**src/hw/rtl/hrfl_pkg.sv**
```systemverilog
`timescale 1ns / 1ps
`default_nettype none
// ----------------------------------------------------------------------------
// hrfl_pkg
// Shared types and constants of the hex record flash loader.
// ----------------------------------------------------------------------------
package hrfl_pkg;

  // default of the largest data length that is buffered
  localparam int MAX_DATA_BYTES_DEF = 255;

  // word index within one record, wide enough for the largest legal length
  localparam int LAST_IDX_W = 6;

  // configuration port
  localparam int PADDR_W = 5;
  localparam int PDATA_W = 32;

  // register indexes
  localparam logic [2:0] REG_ALLOW_LOW    = 3'd0;
  localparam logic [2:0] REG_ALLOW_HIGH   = 3'd1;
  localparam logic [2:0] REG_PROTECT_LOW  = 3'd2;
  localparam logic [2:0] REG_PROTECT_HIGH = 3'd3;
  localparam logic [2:0] REG_RESERVE_LOW  = 3'd4;
  localparam logic [2:0] REG_RESERVE_HIGH = 3'd5;

  // register reset values
  localparam logic [31:0] ALLOW_LOW_RST    = 32'h9D00_0000;
  localparam logic [31:0] ALLOW_HIGH_RST   = 32'h9D07_FFFF;
  localparam logic [31:0] PROTECT_LOW_RST  = 32'h9FC0_2FF0;
  localparam logic [31:0] PROTECT_HIGH_RST = 32'h9FC0_2FFF;
  localparam logic [31:0] RESERVE_LOW_RST  = 32'hFFFF_FFFF;
  localparam logic [31:0] RESERVE_HIGH_RST = 32'h0000_0000;

  // kseg0 mapping bit
  localparam logic [31:0] KSEG0_BIT = 32'h8000_0000;

  // record types
  localparam logic [7:0] REC_DATA    = 8'h00;
  localparam logic [7:0] REC_EXT_SEG = 8'h02;
  localparam logic [7:0] REC_EXT_LIN = 8'h04;

  // result kinds
  typedef enum logic [1:0] {
    KIND_WRITE  = 2'd0,
    KIND_SKIP   = 2'd1,
    KIND_ACCEPT = 2'd2,
    KIND_ERROR  = 2'd3
  } kind_e;

  // address filter windows
  typedef struct packed {
    logic [31:0] allow_low;
    logic [31:0] allow_high;
    logic [31:0] protect_low;
    logic [31:0] protect_high;
    logic [31:0] reserve_low;
    logic [31:0] reserve_high;
  } cfg_t;

  // finished record handed from front to back
  typedef struct packed {
    logic                  is_data;
    kind_e                 kind;
    logic                  bank;
    logic [31:0]           base;
    logic [LAST_IDX_W-1:0] last_idx;
  } desc_t;

  // bank release from back to front
  typedef struct packed {
    logic valid;
    logic bank;
  } rel_t;

  // one result item
  typedef struct packed {
    kind_e       kind;
    logic [31:0] addr;
    logic [31:0] data;
    logic        last;
  } res_t;

endpackage
`default_nettype wire

```
**src/hw/rtl/hrfl_ram.sv**
```systemverilog
`timescale 1ns / 1ps
`default_nettype none
// ----------------------------------------------------------------------------
// hrfl_ram
// Generic simple dual-port RAM, one write and one registered read port.
// ----------------------------------------------------------------------------
module hrfl_ram #(
  parameter int WIDTH = 32,
  parameter int DEPTH = 128,
  parameter int AW    = (DEPTH > 1) ? $clog2(DEPTH) : 1
) (
  input  wire logic             clk_i,
  input  wire logic             we_i,
  input  wire logic [AW-1:0]    waddr_i,
  input  wire logic [WIDTH-1:0] wdata_i,
  input  wire logic             re_i,
  input  wire logic [AW-1:0]    raddr_i,
  output      logic [WIDTH-1:0] rdata_o
);

  logic [WIDTH-1:0] mem_q [DEPTH];

  // write port
  always_ff @(posedge clk_i) begin
    if (we_i) begin
      mem_q[waddr_i] <= wdata_i;
    end
  end

  // registered read, holds while idle
  always_ff @(posedge clk_i) begin
    if (re_i) begin
      rdata_o <= mem_q[raddr_i];
    end
  end

endmodule
`default_nettype wire

```
**src/hw/rtl/hrfl_fifo.sv**
```systemverilog
`timescale 1ns / 1ps
`default_nettype none
// ----------------------------------------------------------------------------
// hrfl_fifo
// Short register queue with full and empty flags.
// ----------------------------------------------------------------------------
module hrfl_fifo #(
  parameter int WIDTH = 8,
  parameter int DEPTH = 2
) (
  input  wire logic             clk_i,
  input  wire logic             rst_ni,
  input  wire logic             push_i,
  input  wire logic [WIDTH-1:0] wdata_i,
  output      logic             full_o,
  input  wire logic             pop_i,
  output      logic [WIDTH-1:0] rdata_o,
  output      logic             empty_o
);

  localparam int PW = (DEPTH > 1) ? $clog2(DEPTH) : 1;
  localparam int CW = $clog2(DEPTH + 1);

  logic [WIDTH-1:0] mem_q [DEPTH];
  logic [PW-1:0]    wr_ptr_q, wr_ptr_d;
  logic [PW-1:0]    rd_ptr_q, rd_ptr_d;
  logic [CW-1:0]    count_q, count_d;
  logic             do_push, do_pop;

  assign full_o  = (count_q == CW'(DEPTH));
  assign empty_o = (count_q == '0);
  assign rdata_o = mem_q[rd_ptr_q];
  assign do_push = push_i && !full_o;
  assign do_pop  = pop_i && !empty_o;

  // pointer and count update
  always_comb begin
    wr_ptr_d = wr_ptr_q;
    rd_ptr_d = rd_ptr_q;
    count_d  = count_q;
    if (do_push) begin
      wr_ptr_d = (wr_ptr_q == PW'(DEPTH - 1)) ? '0 : wr_ptr_q + PW'(1);
    end
    if (do_pop) begin
      rd_ptr_d = (rd_ptr_q == PW'(DEPTH - 1)) ? '0 : rd_ptr_q + PW'(1);
    end
    if (do_push && !do_pop) begin
      count_d = count_q + CW'(1);
    end else if (do_pop && !do_push) begin
      count_d = count_q - CW'(1);
    end
  end

  always_ff @(posedge clk_i or negedge rst_ni) begin
    if (!rst_ni) begin
      wr_ptr_q <= '0;
      rd_ptr_q <= '0;
      count_q  <= '0;
    end else begin
      wr_ptr_q <= wr_ptr_d;
      rd_ptr_q <= rd_ptr_d;
      count_q  <= count_d;
    end
  end

  // storage
  always_ff @(posedge clk_i) begin
    if (do_push) begin
      mem_q[wr_ptr_q] <= wdata_i;
    end
  end

endmodule
`default_nettype wire

```
**src/hw/rtl/hrfl_front.sv**
```systemverilog
`timescale 1ns / 1ps
`default_nettype none
// ----------------------------------------------------------------------------
// hrfl_front
// Frames records by length, checks the sum, packs data words into the
// current bank and hands a record descriptor to the back end.
// ----------------------------------------------------------------------------
module hrfl_front #(
  parameter int MAX_DATA_BYTES = hrfl_pkg::MAX_DATA_BYTES_DEF,
  parameter int WPB            = (MAX_DATA_BYTES + 3) / 4,
  parameter int AW             = $clog2(2 * WPB)
) (
  input  wire logic                clk_i,
  input  wire logic                rst_ni,
  input  wire logic                push_i,
  output      logic                full_o,
  input  wire logic [7:0]          rec_byte_i,
  input  wire logic                buffer_last_i,
  output      logic                ram_we_o,
  output      logic [AW-1:0]       ram_waddr_o,
  output      logic [31:0]         ram_wdata_o,
  output      logic                q_push_o,
  output      hrfl_pkg::desc_t     q_desc_o,
  input  wire logic                q_full_i,
  input  wire hrfl_pkg::rel_t      rel_i
);

  import hrfl_pkg::*;

  logic [8:0]  byte_idx_q, byte_idx_d;
  logic [7:0]  len_q, len_d;
  logic [7:0]  sum_q, sum_d;
  logic [7:0]  type_q;
  logic [15:0] off_q;
  logic [15:0] adat_q;
  logic [31:0] word_q;
  logic [31:0] base_hi_q, base_hi_d;
  logic        bank_q, bank_d;
  logic [1:0]  busy_q, busy_d;

  logic        acc, idx0, done, err, is_data, store;
  logic [8:0]  idx_inc, pos;
  logic [31:0] word_nxt;
  logic [7:0]  len_m1;

  assign acc    = push_i && !full_o;
  assign full_o = q_full_i || busy_q[bank_q];

  // framing arithmetic for the byte on the input
  always_comb begin
    idx0    = (byte_idx_q == 9'd0);
    len_d   = idx0 ? rec_byte_i : len_q;
    sum_d   = (idx0 ? 8'd0 : sum_q) + rec_byte_i;
    idx_inc = byte_idx_q + 9'd1;
    done    = (idx_inc == ({1'b0, len_d} + 9'd5));
    pos     = byte_idx_q - 9'd4;
    is_data = (byte_idx_q >= 9'd4) && (pos < {1'b0, len_d});
    store   = is_data && (pos < 9'(MAX_DATA_BYTES));
    err     = ({1'b0, len_d} > 9'(MAX_DATA_BYTES)) || (sum_d != 8'd0);
    len_m1  = len_d - 8'd1;
  end

  // word packing, unused lanes stay 0xFF
  always_comb begin
    word_nxt = (pos[1:0] == 2'd0) ? 32'hFFFF_FFFF : word_q;
    case (pos[1:0])
      2'd0:    word_nxt[7:0]   = rec_byte_i;
      2'd1:    word_nxt[15:8]  = rec_byte_i;
      2'd2:    word_nxt[23:16] = rec_byte_i;
      2'd3:    word_nxt[31:24] = rec_byte_i;
      default: word_nxt        = word_q;
    endcase
  end

  assign ram_we_o    = acc && store;
  assign ram_waddr_o = (bank_q ? AW'(WPB) : AW'(0)) + AW'(pos[7:2]);
  assign ram_wdata_o = word_nxt;

  // record descriptor and base update at the closing byte
  always_comb begin
    q_push_o          = acc && done;
    q_desc_o.is_data  = 1'b0;
    q_desc_o.kind     = KIND_ACCEPT;
    q_desc_o.bank     = bank_q;
    q_desc_o.base     = base_hi_q + {16'd0, off_q};
    q_desc_o.last_idx = len_m1[7:2];
    base_hi_d         = base_hi_q;
    bank_d            = bank_q;
    if (err) begin
      q_desc_o.kind = KIND_ERROR;
    end else if (type_q == REC_DATA) begin
      if (len_d != 8'd0) begin
        q_desc_o.is_data = 1'b1;
        q_desc_o.kind    = KIND_WRITE;
        bank_d           = !bank_q;
      end
    end else if (type_q == REC_EXT_SEG) begin
      base_hi_d = {12'd0, adat_q, 4'd0};
    end else if (type_q == REC_EXT_LIN) begin
      base_hi_d = {adat_q, 16'd0};
    end else begin
      base_hi_d = 32'd0;
    end
  end

  // bank occupancy
  always_comb begin
    busy_d = busy_q;
    if (rel_i.valid) begin
      busy_d[rel_i.bank] = 1'b0;
    end
    if (q_push_o && q_desc_o.is_data) begin
      busy_d[bank_q] = 1'b1;
    end
  end

  // control state
  always_ff @(posedge clk_i or negedge rst_ni) begin
    if (!rst_ni) begin
      byte_idx_q <= '0;
      len_q      <= '0;
      sum_q      <= '0;
      base_hi_q  <= '0;
      bank_q     <= 1'b0;
      busy_q     <= '0;
    end else begin
      busy_q <= busy_d;
      if (acc) begin
        len_q <= len_d;
        sum_q <= sum_d;
        if (done) begin
          byte_idx_q <= '0;
          base_hi_q  <= base_hi_d;
          bank_q     <= bank_d;
        end else if (buffer_last_i) begin
          byte_idx_q <= '0;
        end else begin
          byte_idx_q <= idx_inc;
        end
      end
    end
  end

  // header fields and packing register
  always_ff @(posedge clk_i) begin
    if (acc) begin
      if (idx0) begin
        adat_q <= 16'd0;
      end
      if (byte_idx_q == 9'd1) begin
        off_q[15:8] <= rec_byte_i;
      end
      if (byte_idx_q == 9'd2) begin
        off_q[7:0] <= rec_byte_i;
      end
      if (byte_idx_q == 9'd3) begin
        type_q <= rec_byte_i;
      end
      if (is_data && pos == 9'd0) begin
        adat_q[15:8] <= rec_byte_i;
      end
      if (is_data && pos == 9'd1) begin
        adat_q[7:0] <= rec_byte_i;
      end
      if (is_data) begin
        word_q <= word_nxt;
      end
    end
  end

  // a bank is never filled while the back end still reads it
  a_no_fill_busy: assert property (@(posedge clk_i) disable iff (!rst_ni)
    ram_we_o |-> !busy_q[bank_q])
    else $error("front wrote into a busy bank");

  // only a held bank is released
  a_rel_held: assert property (@(posedge clk_i) disable iff (!rst_ni)
    rel_i.valid |-> busy_q[rel_i.bank])
    else $error("release of a bank that is not held");

  // a data record leaves its bank held and switches banks
  a_data_bank: assert property (@(posedge clk_i) disable iff (!rst_ni)
    (q_push_o && q_desc_o.is_data) |=> (busy_q[$past(bank_q)] && bank_q != $past(bank_q)))
    else $error("data record did not take its bank");

endmodule
`default_nettype wire

```
**src/hw/rtl/hrfl_back.sv**
```systemverilog
`timescale 1ns / 1ps
`default_nettype none
// ----------------------------------------------------------------------------
// hrfl_back
// Takes record descriptors, reads the packed words of a data record, applies
// the address filter and pushes result items.
// ----------------------------------------------------------------------------
module hrfl_back #(
  parameter int MAX_DATA_BYTES = hrfl_pkg::MAX_DATA_BYTES_DEF,
  parameter int WPB            = (MAX_DATA_BYTES + 3) / 4,
  parameter int AW             = $clog2(2 * WPB)
) (
  input  wire logic             clk_i,
  input  wire logic             rst_ni,
  input  wire hrfl_pkg::cfg_t   cfg_i,
  input  wire hrfl_pkg::desc_t  q_desc_i,
  input  wire logic             q_empty_i,
  output      logic             q_pop_o,
  output      logic             ram_re_o,
  output      logic [AW-1:0]    ram_raddr_o,
  input  wire logic [31:0]      ram_rdata_i,
  output      logic             res_push_o,
  output      hrfl_pkg::res_t   res_o,
  input  wire logic             res_full_i,
  output      hrfl_pkg::rel_t   rel_o
);

  import hrfl_pkg::*;

  typedef enum logic [1:0] {
    ST_IDLE,
    ST_READ,
    ST_EMIT,
    ST_STATUS
  } state_e;

  state_e                state_q;
  desc_t                 desc_q;
  logic [LAST_IDX_W-1:0] idx_q;
  logic [31:0]           va_q;

  logic [31:0] va;
  logic        ok, last_word;

  // address filter on the current word
  assign va        = va_q | KSEG0_BIT;
  assign ok        = (va >= cfg_i.allow_low) && (va <= cfg_i.allow_high)
                  && !((va >= cfg_i.protect_low) && (va <= cfg_i.protect_high))
                  && !((va >= cfg_i.reserve_low) && (va <= cfg_i.reserve_high));
  assign last_word = (idx_q == desc_q.last_idx);

  assign q_pop_o     = (state_q == ST_IDLE) && !q_empty_i;
  assign ram_re_o    = (state_q == ST_READ);
  assign ram_raddr_o = (desc_q.bank ? AW'(WPB) : AW'(0)) + AW'(idx_q);

  // result selection
  always_comb begin
    res_push_o = 1'b0;
    res_o.kind = desc_q.kind;
    res_o.addr = 32'd0;
    res_o.data = 32'd0;
    res_o.last = 1'b1;
    case (state_q)
      ST_EMIT: begin
        res_push_o = !res_full_i;
        res_o.kind = ok ? KIND_WRITE : KIND_SKIP;
        res_o.addr = va;
        res_o.data = ram_rdata_i;
        res_o.last = last_word;
      end
      ST_STATUS: begin
        res_push_o = !res_full_i;
      end
      default: begin
        res_push_o = 1'b0;
      end
    endcase
  end

  assign rel_o.valid = (state_q == ST_EMIT) && !res_full_i && last_word;
  assign rel_o.bank  = desc_q.bank;

  // sequencer
  always_ff @(posedge clk_i or negedge rst_ni) begin
    if (!rst_ni) begin
      state_q <= ST_IDLE;
      desc_q  <= '0;
      idx_q   <= '0;
      va_q    <= '0;
    end else begin
      case (state_q)
        ST_IDLE: begin
          if (!q_empty_i) begin
            desc_q  <= q_desc_i;
            idx_q   <= '0;
            va_q    <= q_desc_i.base;
            state_q <= q_desc_i.is_data ? ST_READ : ST_STATUS;
          end
        end
        ST_READ: begin
          state_q <= ST_EMIT;
        end
        ST_EMIT: begin
          if (!res_full_i) begin
            if (last_word) begin
              state_q <= ST_IDLE;
            end else begin
              idx_q   <= idx_q + LAST_IDX_W'(1);
              va_q    <= va_q + 32'd4;
              state_q <= ST_READ;
            end
          end
        end
        ST_STATUS: begin
          if (!res_full_i) begin
            state_q <= ST_IDLE;
          end
        end
        default: begin
          state_q <= ST_IDLE;
        end
      endcase
    end
  end

  // results are only pushed where the queue has room
  a_push_room: assert property (@(posedge clk_i) disable iff (!rst_ni)
    res_push_o |-> !res_full_i)
    else $error("result pushed into a full queue");

  // every read is followed by its emit
  a_read_emit: assert property (@(posedge clk_i) disable iff (!rst_ni)
    (state_q == ST_READ) |=> (state_q == ST_EMIT))
    else $error("word read without emit");

  // a status record yields a single final result
  a_status_last: assert property (@(posedge clk_i) disable iff (!rst_ni)
    (res_push_o && state_q == ST_STATUS) |-> (res_o.last && res_o.addr == 32'd0))
    else $error("status result malformed");

endmodule
`default_nettype wire

```
**src/hw/rtl/hex_record_flash_loader_unit.sv**
```systemverilog
`timescale 1ns / 1ps
`default_nettype none
// ----------------------------------------------------------------------------
// hex_record_flash_loader_unit
// Intel HEX record loader with address filter for flash programming.
//
//   channel   direction  handshake                     payload
//   record    in         push / full                   rec_byte_i, buffer_last_i
//   result    out        pop / empty                   kind_o, word_address_o,
//                                                      word_data_o, last_o
//   config    in/out     psel, penable, pwrite, pready paddr, pwdata, prdata
//
// One record byte is taken per cycle while full is low. A data record
// yields its words in turn: the back end reads each from the RAM, which
// registers it, and emits it; a status record yields one result item.
// Two word banks let the next record fill while one drains; the input shows
// full while the bank to be filled is still draining or the record queue is
// full. Results stall the back end only, through the result queue.
// Reset is asynchronous; no clearing pass is needed, the word RAM is only
// read after being written within the same record.
// ----------------------------------------------------------------------------
module hex_record_flash_loader_unit #(
  parameter int MAX_DATA_BYTES = hrfl_pkg::MAX_DATA_BYTES_DEF
) (
  input  wire logic                         clk_i,
  input  wire logic                         rst_ni,
  input  wire logic                         push,
  output      logic                         full,
  input  wire logic [7:0]                   rec_byte_i,
  input  wire logic                         buffer_last_i,
  input  wire logic                         pop,
  output      logic                         empty,
  output      logic [1:0]                   kind_o,
  output      logic [31:0]                  word_address_o,
  output      logic [31:0]                  word_data_o,
  output      logic                         last_o,
  input  wire logic                         psel,
  input  wire logic                         penable,
  input  wire logic                         pwrite,
  input  wire logic [hrfl_pkg::PADDR_W-1:0] paddr,
  input  wire logic [hrfl_pkg::PDATA_W-1:0] pwdata,
  output      logic [hrfl_pkg::PDATA_W-1:0] prdata,
  output      logic                         pready
);

  import hrfl_pkg::*;

  localparam int WPB   = (MAX_DATA_BYTES + 3) / 4;
  localparam int DEPTH = 2 * WPB;
  localparam int AW    = $clog2(DEPTH);
  localparam int DW    = $bits(desc_t);
  localparam int RW    = $bits(res_t);

  cfg_t          cfg_q;
  logic [2:0]    reg_idx;
  logic          cfg_wr;

  logic          ram_we, ram_re;
  logic [AW-1:0] ram_waddr, ram_raddr;
  logic [31:0]   ram_wdata, ram_rdata;

  logic          q_push, q_full, q_pop, q_empty;
  desc_t         q_wdesc, q_rdesc;
  logic [DW-1:0] q_rdata;

  logic          res_push, res_full;
  res_t          res_w, res_r;
  logic [RW-1:0] res_rdata;
  rel_t          rel;

  // configuration registers
  assign pready  = 1'b1;
  assign reg_idx = paddr[4:2];
  assign cfg_wr  = psel && penable && pwrite;

  always_ff @(posedge clk_i or negedge rst_ni) begin
    if (!rst_ni) begin
      cfg_q.allow_low    <= ALLOW_LOW_RST;
      cfg_q.allow_high   <= ALLOW_HIGH_RST;
      cfg_q.protect_low  <= PROTECT_LOW_RST;
      cfg_q.protect_high <= PROTECT_HIGH_RST;
      cfg_q.reserve_low  <= RESERVE_LOW_RST;
      cfg_q.reserve_high <= RESERVE_HIGH_RST;
    end else if (cfg_wr) begin
      case (reg_idx)
        REG_ALLOW_LOW:    cfg_q.allow_low    <= pwdata;
        REG_ALLOW_HIGH:   cfg_q.allow_high   <= pwdata;
        REG_PROTECT_LOW:  cfg_q.protect_low  <= pwdata;
        REG_PROTECT_HIGH: cfg_q.protect_high <= pwdata;
        REG_RESERVE_LOW:  cfg_q.reserve_low  <= pwdata;
        REG_RESERVE_HIGH: cfg_q.reserve_high <= pwdata;
        default: ;
      endcase
    end
  end

  // register read back
  always_comb begin
    case (reg_idx)
      REG_ALLOW_LOW:    prdata = cfg_q.allow_low;
      REG_ALLOW_HIGH:   prdata = cfg_q.allow_high;
      REG_PROTECT_LOW:  prdata = cfg_q.protect_low;
      REG_PROTECT_HIGH: prdata = cfg_q.protect_high;
      REG_RESERVE_LOW:  prdata = cfg_q.reserve_low;
      REG_RESERVE_HIGH: prdata = cfg_q.reserve_high;
      default:          prdata = '0;
    endcase
  end

  // record framing
  hrfl_front #(
    .MAX_DATA_BYTES (MAX_DATA_BYTES),
    .WPB            (WPB),
    .AW             (AW)
  ) u_front (
    .clk_i         (clk_i),
    .rst_ni        (rst_ni),
    .push_i        (push),
    .full_o        (full),
    .rec_byte_i    (rec_byte_i),
    .buffer_last_i (buffer_last_i),
    .ram_we_o      (ram_we),
    .ram_waddr_o   (ram_waddr),
    .ram_wdata_o   (ram_wdata),
    .q_push_o      (q_push),
    .q_desc_o      (q_wdesc),
    .q_full_i      (q_full),
    .rel_i         (rel)
  );

  // two banks of packed data words
  hrfl_ram #(
    .WIDTH (32),
    .DEPTH (DEPTH),
    .AW    (AW)
  ) u_ram (
    .clk_i   (clk_i),
    .we_i    (ram_we),
    .waddr_i (ram_waddr),
    .wdata_i (ram_wdata),
    .re_i    (ram_re),
    .raddr_i (ram_raddr),
    .rdata_o (ram_rdata)
  );

  // record queue between front and back
  hrfl_fifo #(
    .WIDTH (DW),
    .DEPTH (2)
  ) u_rec_q (
    .clk_i   (clk_i),
    .rst_ni  (rst_ni),
    .push_i  (q_push),
    .wdata_i (q_wdesc),
    .full_o  (q_full),
    .pop_i   (q_pop),
    .rdata_o (q_rdata),
    .empty_o (q_empty)
  );

  assign q_rdesc = desc_t'(q_rdata);

  // word generation and filtering
  hrfl_back #(
    .MAX_DATA_BYTES (MAX_DATA_BYTES),
    .WPB            (WPB),
    .AW             (AW)
  ) u_back (
    .clk_i       (clk_i),
    .rst_ni      (rst_ni),
    .cfg_i       (cfg_q),
    .q_desc_i    (q_rdesc),
    .q_empty_i   (q_empty),
    .q_pop_o     (q_pop),
    .ram_re_o    (ram_re),
    .ram_raddr_o (ram_raddr),
    .ram_rdata_i (ram_rdata),
    .res_push_o  (res_push),
    .res_o       (res_w),
    .res_full_i  (res_full),
    .rel_o       (rel)
  );

  // result queue
  hrfl_fifo #(
    .WIDTH (RW),
    .DEPTH (2)
  ) u_res_q (
    .clk_i   (clk_i),
    .rst_ni  (rst_ni),
    .push_i  (res_push),
    .wdata_i (res_w),
    .full_o  (res_full),
    .pop_i   (pop),
    .rdata_o (res_rdata),
    .empty_o (empty)
  );

  assign res_r          = res_t'(res_rdata);
  assign kind_o         = res_r.kind;
  assign word_address_o = res_r.addr;
  assign word_data_o    = res_r.data;
  assign last_o         = res_r.last;

endmodule
`default_nettype wire
```
**config.mk**
```make
export PLATFORM = sky130hd
export DESIGN_NAME = hex_record_flash_loader_unit
export DESIGN_NICKNAME = d
export VERILOG_FILES = /design/src/hw/rtl/hrfl_pkg.sv /design/src/hw/rtl/hrfl_ram.sv /design/src/hw/rtl/hrfl_fifo.sv /design/src/hw/rtl/hrfl_front.sv /design/src/hw/rtl/hrfl_back.sv /design/src/hw/rtl/hex_record_flash_loader_unit.sv
export SDC_FILE = /design/constraint.sdc
export NUM_CORES = 2
export LEC_CHECK = 0
export ABC_AREA = 0
export BUFFER_PORTS_ARGS = -buffer_cell sky130_fd_sc_hd__buf_2
export CORE_MARGIN = 1.5
export CORE_UTILIZATION = 50
export DETAILED_ROUTE_END_ITERATION = 7
export PLACE_DENSITY = 0.68
export SLEW_MARGIN = 20
export SYNTH_ARGS = -nofsm -noshare
export SYNTH_HDL_FRONTEND = slang
export SYNTH_HIERARCHICAL = 1
export SYNTH_MEMORY_MAX_BITS = 65536
export SYNTH_SLANG_ARGS = --single-unit
```
**constraint.sdc**
```tcl
create_clock -name clk_i -period 11.47 [get_ports clk_i]
set_clock_uncertainty 0.2 [all_clocks]
set_input_delay 1.147 -clock clk_i [delete_from_list [all_inputs] [get_ports clk_i]]
set_output_delay 1.147 -clock clk_i [all_outputs]
set_load 0.005 [all_outputs]
```
After elaboration in Yosys (flattened, before gate mapping). Memory sizes are Yosys's and may differ from the RTL's. A register that Yosys moved wholly into a read port is not among the register bits. Cells that the tools add are included.

Flip-flop bits (word level): 381. RAM bits: 4314. Input bits: 53. Logic and storage cells: 229. Memories kept: 3.

Memory list: u_ram.mem_q (depth 128, bits a word 32, read ports 1, clocked after Yosys merged registers in 1, write ports 1, RTL line hrfl_ram.sv:21) `logic [WIDTH-1:0] mem_q [DEPTH];`; u_res_q.mem_q (depth 2, bits a word 67, read ports 1, clocked after Yosys merged registers in 0, write ports 1, RTL line hrfl_fifo.sv:24) `logic [WIDTH-1:0] mem_q [DEPTH];`; u_rec_q.mem_q (depth 2, bits a word 42, read ports 1, clocked after Yosys merged registers in 0, write ports 1, RTL line hrfl_fifo.sv:24).

Add/subtract/negate cells: 18. Order comparisons: 13. Eq/ne operators: 25. Multiplexer cells: 60. Bitwise logic cells: 6. Reductions and logical operators: 74.

Operator list (count): two-way mux 32 bit (6); case mux 32 bit (6 select lines) (1); >= comparator 32 bit (3); <= comparator 32 bit (3); two-way mux 67 bit (1); two-way mux 8 bit (8); case mux 32 bit (2 select lines) (1); adder 32 x 16 -> 32 bit (1); adder 32 x 3 -> 32 bit (second input constant) (1); logical AND 1 bit (28); AND reduction 2 bit (13); two-way mux 2 bit (11); equality test 9 x 1 -> 1 bit (second input constant) (2); equality test 9 x 2 -> 1 bit (second input constant) (2); zero test 9 bit (2); two-way mux 1 bit (18); two-way mux 6 bit (3); two-way mux 9 bit (2); two-way mux 16 bit (1); nonzero test 8 bit (2); adder 7 x 6 -> 7 bit (2); two-way mux 7 bit (2); equality test 2 bit (second input constant) (6); zero test 1 bit (12); other kinds (40) (65).

Longest topological paths before layout.
Depth in word-level cells: 11. Gate-level depth with buffers: 22. Mapped depth without buffers: 20.

By module. The synthesis kept the hierarchy.

By module, submodules not included: hrfl_ram (instances 1, cells an instance 5990, area each 156596.4 sq um, seq. area each 123958.9 sq um); hex_record_flash_loader_unit (instances 1, cells an instance 630, area each 9048.7 sq um, seq. area each 4928.5 sq um); hrfl_back (instances 1, cells an instance 1020, area each 7776.2 sq um, seq. area each 1201.2 sq um); hrfl_front (instances 1, cells an instance 768, area each 7638.6 sq um, seq. area each 3563.4 sq um); hrfl_fifo (u_res_q) (instances 1, cells an instance 228, area each 5122.4 sq um, seq. area each 4124.0 sq um); hrfl_fifo (u_rec_q) (instances 1, cells an instance 150, area each 3429.5 sq um, seq. area each 2622.5 sq um).

Worst setup path after synthesis. Ideal clock, no wire load.

Kind: register -> register. From: reg u_front.byte_idx_q[3]. To: mem u_ram.mem_q[392][0] (netlist: u_ram/mem_q[98][0]) (enable). Arrival time: 8.175 ns. Required time: 10.809 ns. Slack: 2.634 ns. Cell stages (with the launch flop): 19. Buffers on the path: 3. Cell sequence: dfrtp_1 -> clkbuf_1 -> inv_1 -> ha_1 -> and4bb_2 -> nand2_2 -> buf_1 -> mux2i_1 -> ha_1 -> a21oi_1 -> o2bb2a_1 -> a211oi_1 -> o21ai_0 -> a21oi_1 -> nor3_1 -> and3_1 -> clkbuf_1 -> nand4_1 -> nor3_1.

Cells in the longest elaborated chain, start to end: 8.

Ends and longest elaborated chain: start, declared (RTL line hrfl_front.sv:30) `logic [8:0] byte_idx_q, byte_idx_d;`; start signal, assigned (RTL line hrfl_front.sv:138) `byte_idx_q <= idx_inc;`; parallel branches: the longest is 4 deep, another holds subtractor 9 x 3 -> 9 bit; logical AND 1 bit * (RTL line hrfl_front.sv:58) `store = is_data && (pos < 9'(MAX_DATA_BYTES));`; logical AND 1 bit * (RTL line hrfl_front.sv:75) `assign ram_we_o = acc && store;`; named net ram_we (RTL line hex_record_flash_loader_unit.sv:58) `logic ram_we, ram_re;`; two-way mux 1 bit * (RTL line hrfl_ram.sv:25) `if (we_i) begin`; two-way mux 1 bit (implied by the code) * (RTL line hrfl_ram.sv:26) `mem_q[waddr_i] <= wdata_i;`; end, declared (RTL line hrfl_ram.sv:21).

Mark *: on every way through the listed nets, which the timed path passes.

Final worst setup path.
From: reg u_front.byte_idx_q[0]. To: mem u_ram.mem_q[252][17] (netlist: u_ram/mem_q[63][17]) (enable).

The elaborated chain is that of the path after synthesis.

==> metrics.csv <==
stage,metric,value,unit
status,outcome,finished clean,
place,gp_routability_congestion,0.8633,
critical_path,cp-startpoint,u_front/byte_idx_q[0],
cells_and_area,seq_area,140300,um^2
cts,clkTransAtPathRegs,0.06,ns
sta,final.setup.tns,0,ns
pwr,powerDensity,233.5,nW/um^2
floorplan,coreArea,376400,um^2
synth,avgSynthCellArea,21.59,um^2
sta,slew_headroom,23.86,%
sta,hold_viol_final,0,
detailed_routing,drc,0,
cells_and_area,nets,9493,
pwr,p_leak,0.06703,uW
floorplan,dieWidth,618.6,um
critical_path,r2r_setup_slack,4.31,ns
critical_path,cp-start-kind,flop,
cts,h-tree-depth,5,
critical_path,reg2regPathDepth,17,
synth,netlist_area,189500,um^2
critical_path,required,11.89,ns
critical_path,critical_path_arrival,7.58,ns
sta,period_needed,7.158,ns
place,dpl.hpwl,277700,um
critical_path,path_buf_inv,5,
run,drv_cap,0,
place,io_buffers,151,
synth,synth_fp_nets,9056,
critical_path,crit_fanout,34,
floorplan,io_pins,155,
global_routing,first_global_vias,92346,
synth,yosys_warnings,6,
cts,cts_resized,0,
sta,setup_slack,4.312,ns
critical_path,critPathSlowestCell,nand4_1,
critical_path,reg2reg_to,u_ram/mem_q[63][17],
global_routing,grt_pass1_wl,663900,um
cts,cts_root_buffer,clkbuf_16,
place,placed_area,198200,um^2
floorplan,die_h,618.6,um
critical_path,path_common_cell,buf_4,
sta,setup_viol,0,
cts,clock_sinks,4719,
global_routing,grt_overflow,0,
cts,cts_setup_buffers,0,
detailed_routing,antenna_left,0,
critical_path,max_stage_delay,1.00,ns
detailed_routing,wire_per_inst,31.65,um
floorplan,num_rows,225,
cells_and_area,fin_area,212900,um^2
detailed_routing,detailedRoute.firstPassIterationCount,6,
sta,worstMarginPinSlew,1.139,ns
cts,cts_tree,done,
sta,max_freq,139.7,MHz
detailed_routing,drt_iter0_drc,12270,
detailed_routing,wl,462800,um
floorplan,fp.dieArea,382700,um^2
pwr,power.ir.vdd_worst,0.0002437,V
sta,rsz0062_at_grt,no,
global_routing,grt_antenna_before_repair,73,
hold_path,hold_path_class,input port to flop,
pwr,power.total,49710,uW
critical_path,cp_top_family,simple AND/OR/NAND/NOR gates,
floorplan,start_util,50.34,%
sta,finalMaxSlewViolations,0,
cells_and_area,fill_cells,26957,
cts,cts_max_path_buffers,4,
critical_path,crit_chain,"inv_1, ha_1, buf_4, nand4bb_1, o21ai_0, a21boi_2, ha_1, inv_1, a211oi_1, o21ai_0, a21oi_1, nor3_2, and3_1, nand4_1, buf_4, nor2_4, buf_4",
sta,min_period_over_period,62.41,%
critical_path,end_kind,flop,
place,place_ws,4.482,ns
cts,cts_buffers,453,
cells_and_area,instances_no_fill,14623,
detailed_routing,viasPerCell,6.280,
cells_and_area,drive_above_1_share,32.08,%
critical_path,crit_end,u_ram/mem_q[63][17],
detailed_routing,via_count,91832,
global_routing,grtUsageTotal,24.17,%
cells_and_area,area_growth,12.37,%
global_routing,grt_max_degree,162,
cells_and_area,multi_input_area,47360,um^2
critical_path,r2r-start,u_front/byte_idx_q[0],
synth,syn_inst,8776,
critical_path,cp.depth,17,
critical_path,path_class,flop to flop,
cts,clk_latency,1.00,ns
place,place_inst,13745,
==> how the worst min path moves through the flow <==
stage | slack (ns) | cells past startpoint | start | end
final | 0.24 | 2 | pwdata[22] | cfg_q[182]
after global placement | 0.23 | 0 | u_front/off_q[3] | u_rec_q/mem_q[0][9]
after global routing | 0.23 | 2 | pwdata[1] | cfg_q[33]
after floorplan | 0.24 | 2 | u_front/sum_q[5] | u_front/sum_q[5]
after CTS | 0.18 | 2 | pwdata[25] | cfg_q[25]
after detailed placement | 0.24 | 0 | u_front/off_q[3] | u_rec_q/mem_q[1][9]
==> registers in the layout (all words and copies together) (netlist names), 16 cells and up <==
name,cells
cfg_q,192
u_back/va_q,31
u_front/adat_q,16
u_front/base_hi_q,27
u_front/off_q,16
u_front/word_q,32
u_ram/mem_q,4096
u_ram/rdata_o,32
u_rec_q/mem_q,82
u_res_q/mem_q,134
==> layout by cell type (no fill, tap or decap), types with 21 or more instances in the layout <==
cell type,instances
a21o_1,31
a21oi_1,116
a21oi_4,24
a221oi_1,22
a31oi_1,31
and2_1,71
buf_12,25
buf_2,149
buf_4,228
bufinv_16,42
clkbuf_1,120
clkbuf_16,458
clkinv_1,109
clkinv_2,76
dfrtp_1,195
dfstp_2,99
diode_2,33
edfxtp_1,4416
ha_1,224
inv_1,262
mux2_2,320
mux2_4,66
mux2i_1,55
mux4_2,1344
nand2_1,201
nand3_1,59
nand4_1,47
nor2_1,88
nor2_4,125
nor2b_1,22
nor3_1,59
o21ai_0,77
xnor2_1,47
xor2_1,21
==> repair_timing <==
item / 4_1_cts / 5_1_grt
endpoints found under the setup margin: 0 / 0
hold buffers: 1 / 0
hold endpoints to repair: 33 / 0
==> routing by layer <==
layer / GRT usage, % / vias up / part of all wire [%] / routed length [um]
met3: 4.378 / 654 / 9.4 / 43370
met5: 0 / - / 0.019 / 88
li1: - / 37428 / - / -
met1: 34.84 / 49362 / 40 / 184800
met2: 38.09 / 4374 / 48 / 220300
met4: 7.191 / 14 / 3.1 / 14260
==> power breakdown <==
group          leakage, uW  internal (uW)  switching, uW
registers           0.0427          21800            613
logic               0.0172           4700           7920
clock network      0.00706           8310           6330
total               0.0670          34800          14900
==> metrics by stage <==
stage	hold WS, ns	utilization (%)
after floorplan	0.2374	-
after global placement	0.2349	52.52
after detailed placement	0.2379	52.66
after CTS	0.1834	56.51
after global routing	0.2313	56.56
final	0.2384	56.57
==> cell type report <==
| type | instances | area share, % |
|---|---|---|
| antenna | 33 | 0.03879 |
| inverter | 266 | 0.4701 |
| clock buffer | 583 | 5.627 |
| clock inverter | 255 | 1.175 |
| sequential | 4719 | 65.92 |
| multi-input combinational | 3353 | 22.24 |
| timing repair buffer | 420 | 1.593 |
| tap | 4994 | 2.935 |
Power figures use the tool's default switching activity.
